$ cat config.mk
export PLATFORM = sky130hd
export DESIGN_NAME = supply_voltage_monitor
export DESIGN_NICKNAME = d
export VERILOG_FILES = /design/src/rtl/svm_pkg.sv /design/src/rtl/svm_aux_scale.sv /design/src/rtl/svm_supervisor.sv /design/src/rtl/supply_voltage_monitor.sv
export SDC_FILE = /design/constraint.sdc
export NUM_CORES = 1
export LEC_CHECK = 0
export BUFFER_PORTS_ARGS = -buffer_cell sky130_fd_sc_hd__buf_2
export CAP_MARGIN = 20
export CORE_MARGIN = 3
export CORE_UTILIZATION = 44
export DETAILED_ROUTE_END_ITERATION = 10
export PLACE_DENSITY_LB_ADDON = 0.25
export SYNTH_ARGS = -nofsm -noshare
export SYNTH_HDL_FRONTEND = slang
export SYNTH_SLANG_ARGS = --single-unit
export TNS_END_PERCENT = 5
$ cat constraint.sdc
create_clock -name clk -period 13.1 [get_ports clk]
set_clock_uncertainty 0.2 [all_clocks]
set_input_delay 1.31 -clock clk [delete_from_list [all_inputs] [get_ports clk]]
set_output_delay 1.31 -clock clk [all_outputs]
set_load 0.01 [all_outputs]
$ cat src/rtl/svm_pkg.sv
package svm_pkg;

    // converter resolution; scaling shifts follow from it
    localparam int unsigned ADC_BITS   = 12;
    localparam int unsigned MUL_W      = 10;
    localparam int unsigned TENTHS_W   = 10;
    localparam int unsigned MV_W       = 20;
    localparam int unsigned COUNT_W    = 8;
    localparam int unsigned STEP_W     = 11;

    localparam logic [MUL_W-1:0]    SCALE_MUL   = 10'd543;
    localparam logic [TENTHS_W-1:0] MAIN_BIAS   = 10'd11;
    localparam logic [STEP_W-1:0]   AUX_BIAS    = 11'd21;
    localparam logic [6:0]          MV_PER_STEP = 7'd100;

    // register reset values
    localparam logic [ADC_BITS-1:0] CUT_LEVEL_RST       = 12'd500;
    localparam logic [COUNT_W-1:0]  DEBOUNCE_LIMIT_RST  = 8'd15;
    localparam logic [TENTHS_W-1:0] BAND_EDGE_RST       = 10'd160;
    localparam logic [TENTHS_W-1:0] LIMIT_LOW_BAND_RST  = 10'd100;
    localparam logic [TENTHS_W-1:0] LIMIT_HIGH_BAND_RST = 10'd170;
    localparam logic [ADC_BITS-1:0] AUX_OFFSET_RST      = 12'd70;

    localparam int unsigned CFG_IDX_W = 3;

    typedef enum logic [CFG_IDX_W-1:0] {
        CFG_CUT_LEVEL       = 3'd0,
        CFG_DEBOUNCE_LIMIT  = 3'd1,
        CFG_BAND_EDGE       = 3'd2,
        CFG_LIMIT_LOW_BAND  = 3'd3,
        CFG_LIMIT_HIGH_BAND = 3'd4,
        CFG_AUX_OFFSET      = 3'd5
    } cfg_idx_t;

    typedef struct packed {
        logic [ADC_BITS-1:0] main_raw;
        logic [ADC_BITS-1:0] aux1_raw;
        logic [ADC_BITS-1:0] aux2_raw;
    } in_t;

    typedef struct packed {
        logic [TENTHS_W-1:0]    main_tenths;
        logic signed [MV_W-1:0] aux1_millivolts;
        logic signed [MV_W-1:0] aux2_millivolts;
        logic                   on_battery;
        logic                   low_warn;
        logic                   cut_event;
        logic                   recover_event;
        logic                   warn_set_event;
        logic                   warn_clear_event;
        logic [TENTHS_W-1:0]    low_limit;
    } out_t;

    typedef struct packed {
        logic [ADC_BITS-1:0] cut_level;
        logic [COUNT_W-1:0]  debounce_limit;
        logic [TENTHS_W-1:0] band_edge;
        logic [TENTHS_W-1:0] limit_low_band;
        logic [TENTHS_W-1:0] limit_high_band;
        logic [ADC_BITS-1:0] aux_offset;
    } cfg_t;

    typedef struct packed {
        logic                on_battery;
        logic                low_warn;
        logic                cut_event;
        logic                recover_event;
        logic                warn_set_event;
        logic                warn_clear_event;
        logic [TENTHS_W-1:0] low_limit;
    } status_t;

    // captured sample, already scaled up to the per-step value
    typedef struct packed {
        logic [ADC_BITS-1:0]      main_raw;
        logic [TENTHS_W-1:0]      tenths;
        logic signed [STEP_W-1:0] aux1_step;
        logic signed [STEP_W-1:0] aux2_step;
    } stage_t;

endpackage

$ cat src/rtl/svm_aux_scale.sv
module svm_aux_scale
    import svm_pkg::*;
(
    input  logic [ADC_BITS-1:0]      raw,
    input  logic [ADC_BITS-1:0]      offset,
    output logic signed [STEP_W-1:0] step
);

    localparam int unsigned DIFF_W = ADC_BITS + 1;
    localparam int unsigned PROD_W = ADC_BITS + MUL_W + 1;
    localparam logic signed [PROD_W-1:0] MUL_S = PROD_W'(SCALE_MUL);

    logic signed [DIFF_W-1:0] diff;
    logic signed [PROD_W-1:0] diff_ext;
    logic signed [PROD_W-1:0] prod;
    logic signed [PROD_W-1:0] quot;

    assign diff     = $signed({1'b0, raw}) - $signed({1'b0, offset});
    assign diff_ext = {{(PROD_W-DIFF_W){diff[DIFF_W-1]}}, diff};
    assign prod     = diff_ext * MUL_S;
    // arithmetic shift gives the floor for negative products
    assign quot     = prod >>> ADC_BITS;
    assign step     = $signed(quot[STEP_W-1:0]) + $signed(AUX_BIAS);

endmodule

$ cat src/rtl/svm_supervisor.sv
module svm_supervisor
    import svm_pkg::*;
(
    input  logic                clk,
    input  logic                rst_n,
    input  logic                advance,
    input  logic [ADC_BITS-1:0] main_raw,
    input  logic [TENTHS_W-1:0] tenths,
    input  cfg_t                cfg,
    output status_t             status
);

    logic [COUNT_W-1:0]  cut_count_reg, cut_count_next;
    logic [COUNT_W-1:0]  low_count_reg, low_count_next;
    logic                battery_reg, battery_next;
    logic                warn_reg, warn_next;
    logic [TENTHS_W-1:0] limit_reg, limit_next;
    logic [COUNT_W-1:0]  cut_inc;
    logic [COUNT_W-1:0]  low_inc;
    logic [TENTHS_W-1:0] band_limit;

    assign cut_inc    = cut_count_reg + 1'b1;
    assign low_inc    = low_count_reg + 1'b1;
    assign band_limit = (tenths <= cfg.band_edge) ? cfg.limit_low_band : cfg.limit_high_band;

    always_comb
    begin
        cut_count_next = cut_count_reg;
        low_count_next = low_count_reg;
        battery_next   = battery_reg;
        warn_next      = warn_reg;
        limit_next     = limit_reg;
        status         = '0;

        if (main_raw < cfg.cut_level)
        begin
            cut_count_next = cut_inc;
            if (cut_inc > cfg.debounce_limit)
            begin
                cut_count_next = '0;
                low_count_next = '0;
                if (!battery_reg)
                begin
                    battery_next     = 1'b1;
                    status.cut_event = 1'b1;
                end
            end
        end
        else
        begin
            cut_count_next       = '0;
            status.recover_event = battery_reg;
            battery_next         = 1'b0;
            limit_next           = band_limit;
            if (tenths < band_limit)
            begin
                // an active warning holds the counter where it is
                if (!warn_reg)
                begin
                    low_count_next = low_inc;
                    if (low_inc > cfg.debounce_limit)
                    begin
                        low_count_next        = '0;
                        warn_next             = 1'b1;
                        status.warn_set_event = 1'b1;
                    end
                end
            end
            else
            begin
                status.warn_clear_event = warn_reg;
                low_count_next          = '0;
                warn_next               = 1'b0;
            end
        end

        status.on_battery = battery_next;
        status.low_warn   = warn_next;
        status.low_limit  = limit_next;
    end

    always_ff @(posedge clk or negedge rst_n)
    begin
        if (!rst_n)
        begin
            cut_count_reg <= '0;
            low_count_reg <= '0;
            battery_reg   <= 1'b0;
            warn_reg      <= 1'b0;
            limit_reg     <= '0;
        end
        else if (advance)
        begin
            cut_count_reg <= cut_count_next;
            low_count_reg <= low_count_next;
            battery_reg   <= battery_next;
            warn_reg      <= warn_next;
            limit_reg     <= limit_next;
        end
    end

endmodule

$ cat src/rtl/supply_voltage_monitor.sv
// Supply voltage monitor: takes one beat of three ADC samples per clock while the output is
// not stalled and returns one beat of results per sample, in order. Each sample passes a
// capture register, where the main channel is scaled to tenths of a volt and the auxiliary
// channels to offset-corrected steps, and then a result register, where the steps become
// millivolts and the cut and low-voltage debouncers update. The capture register can still
// take one beat while a finished result waits under stall. Registers are written through
// the configuration channel, which is always ready; the user must write them only while no
// sample is in flight, as the block itself does not enforce this.
module supply_voltage_monitor
    import svm_pkg::*;
(
    input  logic                 clk,
    input  logic                 rst_n,
    input  logic                 in_valid,
    output logic                 in_stall,
    input  in_t                  in_data,
    output logic                 out_valid,
    input  logic                 out_stall,
    output out_t                 out_data,
    input  logic                 cfg_valid,
    output logic                 cfg_ready,
    input  logic [CFG_IDX_W-1:0] cfg_index,
    input  logic [31:0]          cfg_data
);

    localparam int unsigned MAIN_PROD_W = ADC_BITS + MUL_W;
    localparam logic signed [MV_W-1:0] MV_S = MV_W'(MV_PER_STEP);

    cfg_t    cfg_reg;
    stage_t  stage_reg, stage_next;
    logic    stage_valid_reg, stage_valid_next;
    logic    out_valid_reg, out_valid_next;
    out_t    out_data_reg, out_data_next;
    logic    in_accept;
    logic    advance;
    status_t status;

    logic [MAIN_PROD_W-1:0]   main_prod;
    logic signed [STEP_W-1:0] aux1_step;
    logic signed [STEP_W-1:0] aux2_step;
    logic signed [MV_W-1:0]   aux1_ext;
    logic signed [MV_W-1:0]   aux2_ext;

    // configuration
    assign cfg_ready = 1'b1;

    always_ff @(posedge clk or negedge rst_n)
    begin
        if (!rst_n)
        begin
            cfg_reg.cut_level       <= CUT_LEVEL_RST;
            cfg_reg.debounce_limit  <= DEBOUNCE_LIMIT_RST;
            cfg_reg.band_edge       <= BAND_EDGE_RST;
            cfg_reg.limit_low_band  <= LIMIT_LOW_BAND_RST;
            cfg_reg.limit_high_band <= LIMIT_HIGH_BAND_RST;
            cfg_reg.aux_offset      <= AUX_OFFSET_RST;
        end
        else if (cfg_valid && cfg_ready)
        begin
            unique case (cfg_idx_t'(cfg_index))
                CFG_CUT_LEVEL:       cfg_reg.cut_level       <= cfg_data[ADC_BITS-1:0];
                CFG_DEBOUNCE_LIMIT:  cfg_reg.debounce_limit  <= cfg_data[COUNT_W-1:0];
                CFG_BAND_EDGE:       cfg_reg.band_edge       <= cfg_data[TENTHS_W-1:0];
                CFG_LIMIT_LOW_BAND:  cfg_reg.limit_low_band  <= cfg_data[TENTHS_W-1:0];
                CFG_LIMIT_HIGH_BAND: cfg_reg.limit_high_band <= cfg_data[TENTHS_W-1:0];
                CFG_AUX_OFFSET:      cfg_reg.aux_offset      <= cfg_data[ADC_BITS-1:0];
                default: ;
            endcase
        end
    end

    // handshake
    assign advance   = stage_valid_reg && !(out_valid_reg && out_stall);
    assign in_stall  = stage_valid_reg && out_valid_reg && out_stall;
    assign in_accept = in_valid && !in_stall;
    assign out_valid = out_valid_reg;
    assign out_data  = out_data_reg;

    // capture stage scaling
    assign main_prod = MAIN_PROD_W'(in_data.main_raw) * MAIN_PROD_W'(SCALE_MUL);

    svm_aux_scale u_aux1_scale (
        .raw    (in_data.aux1_raw),
        .offset (cfg_reg.aux_offset),
        .step   (aux1_step)
    );

    svm_aux_scale u_aux2_scale (
        .raw    (in_data.aux2_raw),
        .offset (cfg_reg.aux_offset),
        .step   (aux2_step)
    );

    always_comb
    begin
        stage_next.main_raw  = in_data.main_raw;
        stage_next.tenths    = main_prod[MAIN_PROD_W-1:ADC_BITS] + MAIN_BIAS;
        stage_next.aux1_step = aux1_step;
        stage_next.aux2_step = aux2_step;
    end

    svm_supervisor u_supervisor (
        .clk      (clk),
        .rst_n    (rst_n),
        .advance  (advance),
        .main_raw (stage_reg.main_raw),
        .tenths   (stage_reg.tenths),
        .cfg      (cfg_reg),
        .status   (status)
    );

    // result stage
    assign aux1_ext = {{(MV_W-STEP_W){stage_reg.aux1_step[STEP_W-1]}}, stage_reg.aux1_step};
    assign aux2_ext = {{(MV_W-STEP_W){stage_reg.aux2_step[STEP_W-1]}}, stage_reg.aux2_step};

    always_comb
    begin
        out_data_next.main_tenths      = stage_reg.tenths;
        out_data_next.aux1_millivolts  = aux1_ext * MV_S;
        out_data_next.aux2_millivolts  = aux2_ext * MV_S;
        out_data_next.on_battery       = status.on_battery;
        out_data_next.low_warn         = status.low_warn;
        out_data_next.cut_event        = status.cut_event;
        out_data_next.recover_event    = status.recover_event;
        out_data_next.warn_set_event   = status.warn_set_event;
        out_data_next.warn_clear_event = status.warn_clear_event;
        out_data_next.low_limit        = status.low_limit;
    end

    always_comb
    begin
        stage_valid_next = stage_valid_reg;
        if (in_accept)
        begin
            stage_valid_next = 1'b1;
        end
        else if (advance)
        begin
            stage_valid_next = 1'b0;
        end

        out_valid_next = out_valid_reg;
        if (advance)
        begin
            out_valid_next = 1'b1;
        end
        else if (!out_stall)
        begin
            out_valid_next = 1'b0;
        end
    end

    always_ff @(posedge clk or negedge rst_n)
    begin
        if (!rst_n)
        begin
            stage_valid_reg <= 1'b0;
            out_valid_reg   <= 1'b0;
        end
        else
        begin
            stage_valid_reg <= stage_valid_next;
            out_valid_reg   <= out_valid_next;
        end
    end

    always_ff @(posedge clk)
    begin
        if (in_accept)
        begin
            stage_reg <= stage_next;
        end
        if (advance)
        begin
            out_data_reg <= out_data_next;
        end
    end

endmodule
==> reports/results.tsv, run 1 <==
metric	value	unit
Die H	214	µm
grt met2 use	29.1	%
multi-input logic area	12200	µm²
crit path capture type	flop	
Area contributors post-synth	ha_1 (21%), edfxtp_1 (16%), fa_1 (13%), dfrtp_1 (9.2%), inv_1 (7.0%)	
first-pass GRT wire length	63.3	mm
Setup crit start kind	input pin	
Syn-to-layout area delta	10.0	%
largest net degree at the start of global routing	75	
reg2reg start	cfg_reg[2]	
num rows	75	
final setup fails	0	
Hold Path Stages	1	
post_cts resized	0	
CORE AREA	42400	µm²
worst path bufs/invs	4	
CTS Buf Count	17	
Max Root-Sink Buffers	2	
total track usage	16.7	%
initial DRC count	594	
Synth top cells by count	inv_1 (355), ha_1 (323), fa_1 (120)	
residual DRC count	0	
Max-cap violations	0	
Worst Hold End	out_valid	
ys async rst share	46.9	%
RSZ-0062 raised after global routing	no	
Min-Delay Startpoint	stage_valid_reg	
largest delay contributor family on the critical path	adder cells	
CTS Hold Bufs	0	
Synth Flop Type	edfxtp_1	
Skew-Pair Late Insertion Delay	450	ps
Slew Limit Fails	0	
Tcrit/Tclk final	64.0	%
largest area contributor in the netlist	ha_1	
H-Tree Level Count	4	
Tmin final	8390	ps
EDFF count, synth	104	
drt total wl	37.3	mm
final hold vios	0	
worst hold-check path type	reg2reg	
Critical Path AT	8380	ps
Congestion Overflow GR	0	
Chip Width	214	µm
status	completed	
root buf cell	clkbuf_16	
fin nets	2497	
post-synth top area share	21.1	%
Gate Count Post-Synth	1863	
Most Crowded Layer GR	met2	
Via Count	12800	
vias in the first global route	13000	
CTS tree	yes	
register clock-pin slew on the reported worst setup and hold paths	80	ps
initial antenna violation count	8	
Crit path depth	28	
postcts setup bufs	0	
IO Port Bufs	119	
CP max stage cell	xnor2_1	
Yosys warnings	0	
CP dominant cell by count	ha_1	
post-route ant nets	0	
DRT Pass-1 Iters	5	
clock sink total	196	
Via-to-Cell Ratio	4.98	
Rel. slew slack	34.6	%
CP max FO	10	
DIE AREA	46000	µm²
GPL Wtd Cong	0.831	
final hold slack	301	ps
Crit path required time	13090	ps
TNS Setup	0	ps
share of post-route cells with drive strength above 1	14.1	%
Avg WL per Cell	14.5	µm
fmax	119	MHz
routing usage on met1	21.4	%
Fillers	3988	
number of synthesized register bits	196	
io pins	145	
slew of the pin with the lowest slew margin	974	ps
sequential share of the synthesized area	28.5	%
Initial Util	45.1	%
met3 Use GR	3.03	%
hpwl dp	30.7	mm
worst reg2reg setup slack	5240	ps
post-placement cell count	2534	
max FFs per register	62	
worst r2r dst	aux1_ext[10]	
number of cells on the worst reg-to-reg path	27	
fin cells	2572	
synthesized cell area	19100	µm²
register area	5450	µm²
most common cell in the netlist	inv_1	
Synth cell types	94	
max incr delay on CP	720	ps
critical path class	in2reg	
synthesized area per cell	10.3	µm²
cell families after synthesis:
family | synth area share, %
adders and majority gates | 33.8
xor gates and xnor gates | 6.90
muxes | 3.89
other | 0.0393
and+or+nand+nor | 8.43
AOI/OAI and AO/OA | 10.5
DFF | 28.5
buffers and inverters | 7.94
placed cells by master, fill, tap and decap left out, types with 21 or more instances in the layout:
master / synthesis / final
fa_1: 120 / 120
o21a_1: 21 / 21
a21oi_1: 72 / 72
dfstp_2: 22 / 22
buf_2: 4 / 118
dfrtp_1: 70 / 70
nor2b_1: 27 / 27
nor3_1: 21 / 21
nand2_1: 80 / 80
nand3_1: 26 / 26
mux2_2: 51 / 51
ha_1: 323 / 323
edfxtp_1: 104 / 104
nor2_1: 69 / 69
xnor2_1: 108 / 108
xor2_1: 39 / 39
o21ai_0: 73 / 73
a21o_1: 33 / 33
inv_1: 355 / 355
final cells by class:
class	instances	area share (%)
Tap cell	577	3.43
Antenna cell	4	0.0476
Inverter	357	6.37
Clock buffer	17	2.02
Multi-Input combinational cell	1277	57.9
Clock inverter	15	1.04
Timing Repair Buffer	129	3.26
Sequential cell	196	25.9
worst register-to-register path: stages, from the launching register on:
cell,delay (ps)
dfstp_2,530
inv_1,60
ha_1,330
nor2b_1,150
o21a_1,180
a311o_1,440
a21o_1,210
a21oi_1,340
xnor2_1,420
xnor2_1,190
ha_1,250
ha_1,300
ha_1,330
fa_1,550
inv_1,60
fa_1,530
inv_1,40
ha_1,310
nand3_1,110
nor3_1,60
a22o_1,230
or3_1,470
a41o_1,320
xnor2_1,190
nor3_1,290
nor2b_1,250
nand3_1,110
xor2_1,160
per-layer routing:
metal / share of wire [%] / up-vias
li1: - / 6491
met1: 46 / 6121
met2: 49 / 142
met3: 2.7 / 49
met4: 2.2 / 8
met5: 0.12 / -
per-stage QoR:
stage	setup WS (ps)	util (%)	instance area, µm²
2_1_floorplan	4880	-	19100
3_3_place_gp	4340	48.0	20400
3_5_place_dp	4220	48.0	20400
4_1_cts	4690	49.5	21000
5_1_grt	4260	49.6	21000
6_report	4710	49.6	21000
worst max-delay path by stage:
stage           startpoint      endpoint  slack (ps)
2_1_floorplan   in_data[0]   aux2_ext[9]        4880
3_3_place_gp   in_data[12]  aux1_ext[10]        4340
3_5_place_dp   in_data[12]  aux1_ext[10]        4220
4_1_cts        in_data[12]  aux1_ext[10]        4690
5_1_grt        in_data[12]  aux1_ext[10]        4260
6_report       in_data[12]  aux1_ext[10]        4710
Power of run 1 is not shown: default switching activity piles up to over one toggle a cycle in this logic, so the estimate is an artifact.
==> run 2, diff against run 1 <==
- clock period: 13.1 -> 8.79 ns (I/O delays scaled with it)
==> reports/results.tsv, run 2 (synthesis results as in run 1) <==
metric	value	unit	change
status	completed		
Syn-to-layout area delta	10.3	%	
Congestion Overflow GR	0		unchanged
share of post-route cells with drive strength above 1	14.5	%	+0.39 points
Die H	214	µm	unchanged
clock sink total	196		unchanged
worst hold-check path type	in2async		
CP dominant cell by count	ha_1		
CTS Buf Count	17		unchanged
Slew Limit Fails	0		unchanged
CP max stage cell	xnor2_1		
num rows	75		unchanged
Via Count	12900		+0.46%
crit path capture type	flop		
Max-cap violations	0		unchanged
largest net degree at the start of global routing	72		-4.0%
io pins	145		unchanged
Rel. slew slack	38.9	%	+4.3 points
max incr delay on CP	620	ps	-100 ps
drt total wl	37.2	mm	-0.17%
most frequent cells in the layout	inv_1 (355), ha_1 (323), fa_1 (120)		
Fillers	3935		-1.3%
register area	5450	µm²	unchanged
Via-to-Cell Ratio	4.99		+0.19%
root buf cell	clkbuf_16		
first-pass GRT wire length	63.8	mm	+0.86%
initial antenna violation count	4		-4
CTS tree	yes		
Tmin final	7890	ps	
CTS Hold Bufs	0		unchanged
Initial Util	45.1	%	unchanged
Crit path required time	8770	ps	-4320 ps
Max Root-Sink Buffers	2		unchanged
critical path class	in2reg		
Skew-Pair Late Insertion Delay	450	ps	about the same
RSZ-0062 raised after global routing	no		
DIE AREA	46000	µm²	unchanged
register clock-pin slew on the reported worst setup and hold paths	80	ps	about the same
DRT Pass-1 Iters	5		unchanged
CP max FO	9		-1
Tcrit/Tclk final	89.7	%	
fin nets	2506		+0.36%
IO Port Bufs	119		unchanged
slew of the pin with the lowest slew margin	917	ps	-57.7 ps
H-Tree Level Count	4		unchanged
vias in the first global route	13200		+1.6%
Setup crit start kind	input pin		
final hold vios	0		unchanged
total track usage	16.7	%	about the same
max FFs per register	62		unchanged
Chip Width	214	µm	unchanged
residual DRC count	0		unchanged
initial DRC count	564		-5.1%
postcts setup bufs	0		unchanged
post-route ant nets	0		unchanged
Avg WL per Cell	14.4	µm	-0.44%
Critical Path AT	7860	ps	-520 ps
multi-input logic area	12200	µm²	unchanged
CORE AREA	42400	µm²	unchanged
final setup fails	0		unchanged
Final Util	49.7	%	+0.10 points
TNS Setup	0	ps	unchanged
post_cts resized	0		unchanged
most common cell after layout, fill and taps aside	inv_1		
GPL Wtd Cong	0.834		+0.31%
hpwl dp	30.6	mm	-0.18%
fmax	127	MHz	
[run 2: final timing paths]
kind / from / endpoint / slack, ps / depth (start not counted)
setup / recovery: in_data[12] / aux1_ext[10] / 900 / 29
hold / removal: rst_n / out_valid / 140 / 1
setup reg to reg: cfg_reg[2] / aux1_ext[10] / 970 / 27
hold reg to reg: stage_valid_reg / out_valid / 290 / 1
max in group asynchronous: rst_n / cfg_reg[3] / 7080 / 2
min in group clk: stage_valid_reg / out_valid / 290 / 1
[run 2: layer usage]
metal / global-route usage [%] / vias up / part of all wire, %
li1: - / 6512 / -
met1: 21.9 / 6190 / 46
met2: 29.7 / 136 / 50
met3: 2.27 / 28 / 2.8
met4: 3.35 / 4 / 1.2
met5: 0 / - / 0.038
[run 2: worst max-delay path, delay by kind of cell]
family / cells / cell delay, ps
buf+inv: 4 / 210
xor+xnor: 4 / 1150
simple gates: 7 / 1420
fa+ha+maj: 8 / 2900
compound gates: 6 / 1290
[run 2: per-stage QoR]
| step | instances | hold WS [ps] | area [µm²] | worst slack (ps) |
|---|---|---|---|---|
| final | 2579 | 139 | 21100 | 904 |
| after global routing | 2578 | 142 | 21100 | 288 |
| after CTS | 2575 | 127 | 21000 | 891 |
| after detailed placement | 2543 | 287 | 20400 | 461 |
| after global placement | 2543 | 272 | 20400 | 498 |
| after floorplan | 1866 | 251 | 19100 | 1000 |
[run 2: area by class of cell]
cell class                      count  share of cell area [%]
Tap cell                          577                    3.42
Timing Repair Buffer              138                    3.61
Inverter                          357                    6.35
Antenna cell                        2                  0.0237
Clock buffer                       18                    2.08
Clock inverter                     14                   0.848
Sequential cell                   196                    25.9
Multi-Input combinational cell   1277                    57.8
Power of run 2 is left out for the same reason.
==> run 3, diff against run 2 <==
- CORE_UTILIZATION: 44 -> 35
- clock period: 8.79 -> 6.6 ns (I/O delays scaled with it)
==> reports/results.tsv, run 3 (synthesis results as in run 1) <==
metric	value	unit	change
slew of the pin with the lowest slew margin	968	ps	+51.2 ps
Skew-Pair Late Insertion Delay	460	ps	about the same
share of post-route cells with drive strength above 1	25.8	%	+11 points
post-route ant nets	0		unchanged
total track usage	14.6	%	-2.1 points
Via Count	13500		+4.7%
failing checks	negative setup slack		
Tmin final	6770	ps	
largest net degree at the start of global routing	76		+5.6%
Critical Path AT	6760	ps	-1100 ps
initial DRC count	513		-9.0%
met3 WL post-DR	1.08	mm	+2.7%
wire length on met1	18.5	mm	+7.6%
final hold vios	0		unchanged
Avg WL per Cell	14.1	µm	-2.4%
num rows	85		+13%
register clock-pin slew on the reported worst setup and hold paths	70	ps	about the same
worst r2r dst	aux2_ext[9]		
Die H	240	µm	+12%
status	finished, violations left		
io pins	145		unchanged
fmax	148	MHz	
CTS tree	yes		
max layer used	met5		
Max Root-Sink Buffers	2		unchanged
Worst Setup EP	aux2_ext[9]		
DIE AREA	57500	µm²	+25%
Via-to-Cell Ratio	4.68		-6.2%
number of cells on the worst reg-to-reg path	26		-3.7%
Crit path required time	6590	ps	-2180 ps
initial antenna violation count	3		-1
final setup fails	8		+8
crit path capture type	flop		
Slew Limit Fails	0		unchanged
H-Tree Level Count	4		unchanged
vias in the first global route	13800		+5.0%
CTS Buf Count	17		unchanged
Worst Slack Setup Final	-172	ps	-1080 ps
Initial Util	35.5	%	-9.6 points
Max-cap violations	0		unchanged
worst reg2reg setup slack	-170	ps	-1140 ps
first-pass GRT wire length	68.1	mm	+6.8%
CORE AREA	53900	µm²	+27%
worst hold-check path type	in2reg		
fin nets	2688		+7.3%
residual DRC count	0		unchanged
Setup WS pre-CTS	-665	ps	-1130 ps
root buf cell	clkbuf_16		
reg2reg start	cfg_reg[1]		
max FFs per register	62		unchanged
Setup crit start kind	flop		
Fillers	5128		+30%
RSZ-0062 raised after global routing	yes		
CP startpoint	cfg_reg[1]		
GPL Wtd Cong	0.841		+0.94%
hpwl dp	33.7	mm	+10%
clock sink total	196		unchanged
IO Port Bufs	119		unchanged
Tcrit/Tclk final	103	%	
Congestion Overflow GR	0		unchanged
Rel. slew slack	35.5	%	-3.4 points
DRT Pass-1 Iters	7		+2
most common cell after layout, fill and taps aside	inv_1		
CP max FO	4		-5
metal2 WL	20.4	mm	+10%
most frequent cells in the layout	inv_1 (347), ha_1 (304), buf_4 (195)		
Syn-to-layout area delta	21.7	%	
critical path class	reg2reg		
drt total wl	40.6	mm	+9.0%
Chip Width	240	µm	+12%
run 3: per-layer routing:
layer  GRT usage, %  vias to the layer above
met5              0                        -
met4           3.57                        6
met2           26.0                      125
li1               -                     6867
met1           18.8                     6446
met3           1.85                       36
run 3: worst min path at each step:
stage	from	cells past startpoint	slack, ps	end
after floorplan	rst_n	0	160	cfg_reg[0]
after global placement	stage_valid_reg	1	270	out_valid
after detailed placement	stage_valid_reg	1	280	out_valid
after CTS	in_valid	2	200	stage_valid_reg
after global routing	in_valid	2	220	stage_valid_reg
final	cfg_data[10]	3	230	cfg_reg[60]
run 3: timing repair:
action	4_1_cts	5_1_grt
setup endpoints to repair	14	15
gates resized for setup	51	13
pin swaps	56	19
endpoints found under the hold margin	17	0
hold buffers	1	0
buffers inserted	12	1
run 3: worst max-delay path, stage by stage (launching register included):
cell,delay [ps]
dfstp_2,550
buf_6,100
buf_4,100
fa_2,210
nor2b_2,50
o31a_1,300
o41ai_4,320
o21ba_4,250
xnor2_4,100
xor2_1,170
ha_1,300
ha_2,170
fa_1,480
inv_1,50
fa_1,480
fa_1,490
inv_1,40
ha_2,170
or2_4,220
a2111o_1,460
nand4_2,130
and2_4,180
a21oi_4,60
xnor2_2,150
or4_4,490
nand2b_4,150
xor2_1,130
run 3: per-stage QoR:
stage	instances	hold WS, ps	setup TNS [ps]	utilization, %	cell area [µm²]
after floorplan	1866	164	-2290	-	19500
after global placement	2831	271	-5990	41.2	22200
after detailed placement	2831	278	-7630	41.2	22200
after CTS	2876	200	-1100	43.0	23200
after global routing	2878	219	-4570	43.2	23300
final	2879	229	-845	43.2	23300
run 3: final cells by class:
type	instances	area [µm²]	area share (%)
Clock buffer	19	464	1.99
Timing Repair Buffer	320	2130	9.14
Sequential cell	196	5450	23.4
Multi-Input combinational cell	1277	12900	55.4
Antenna cell	1	2.50	0.0107
Tap cell	696	871	3.74
Clock inverter	13	114	0.489
Inverter	357	1340	5.76
Power of run 3 is left out for the same reason.
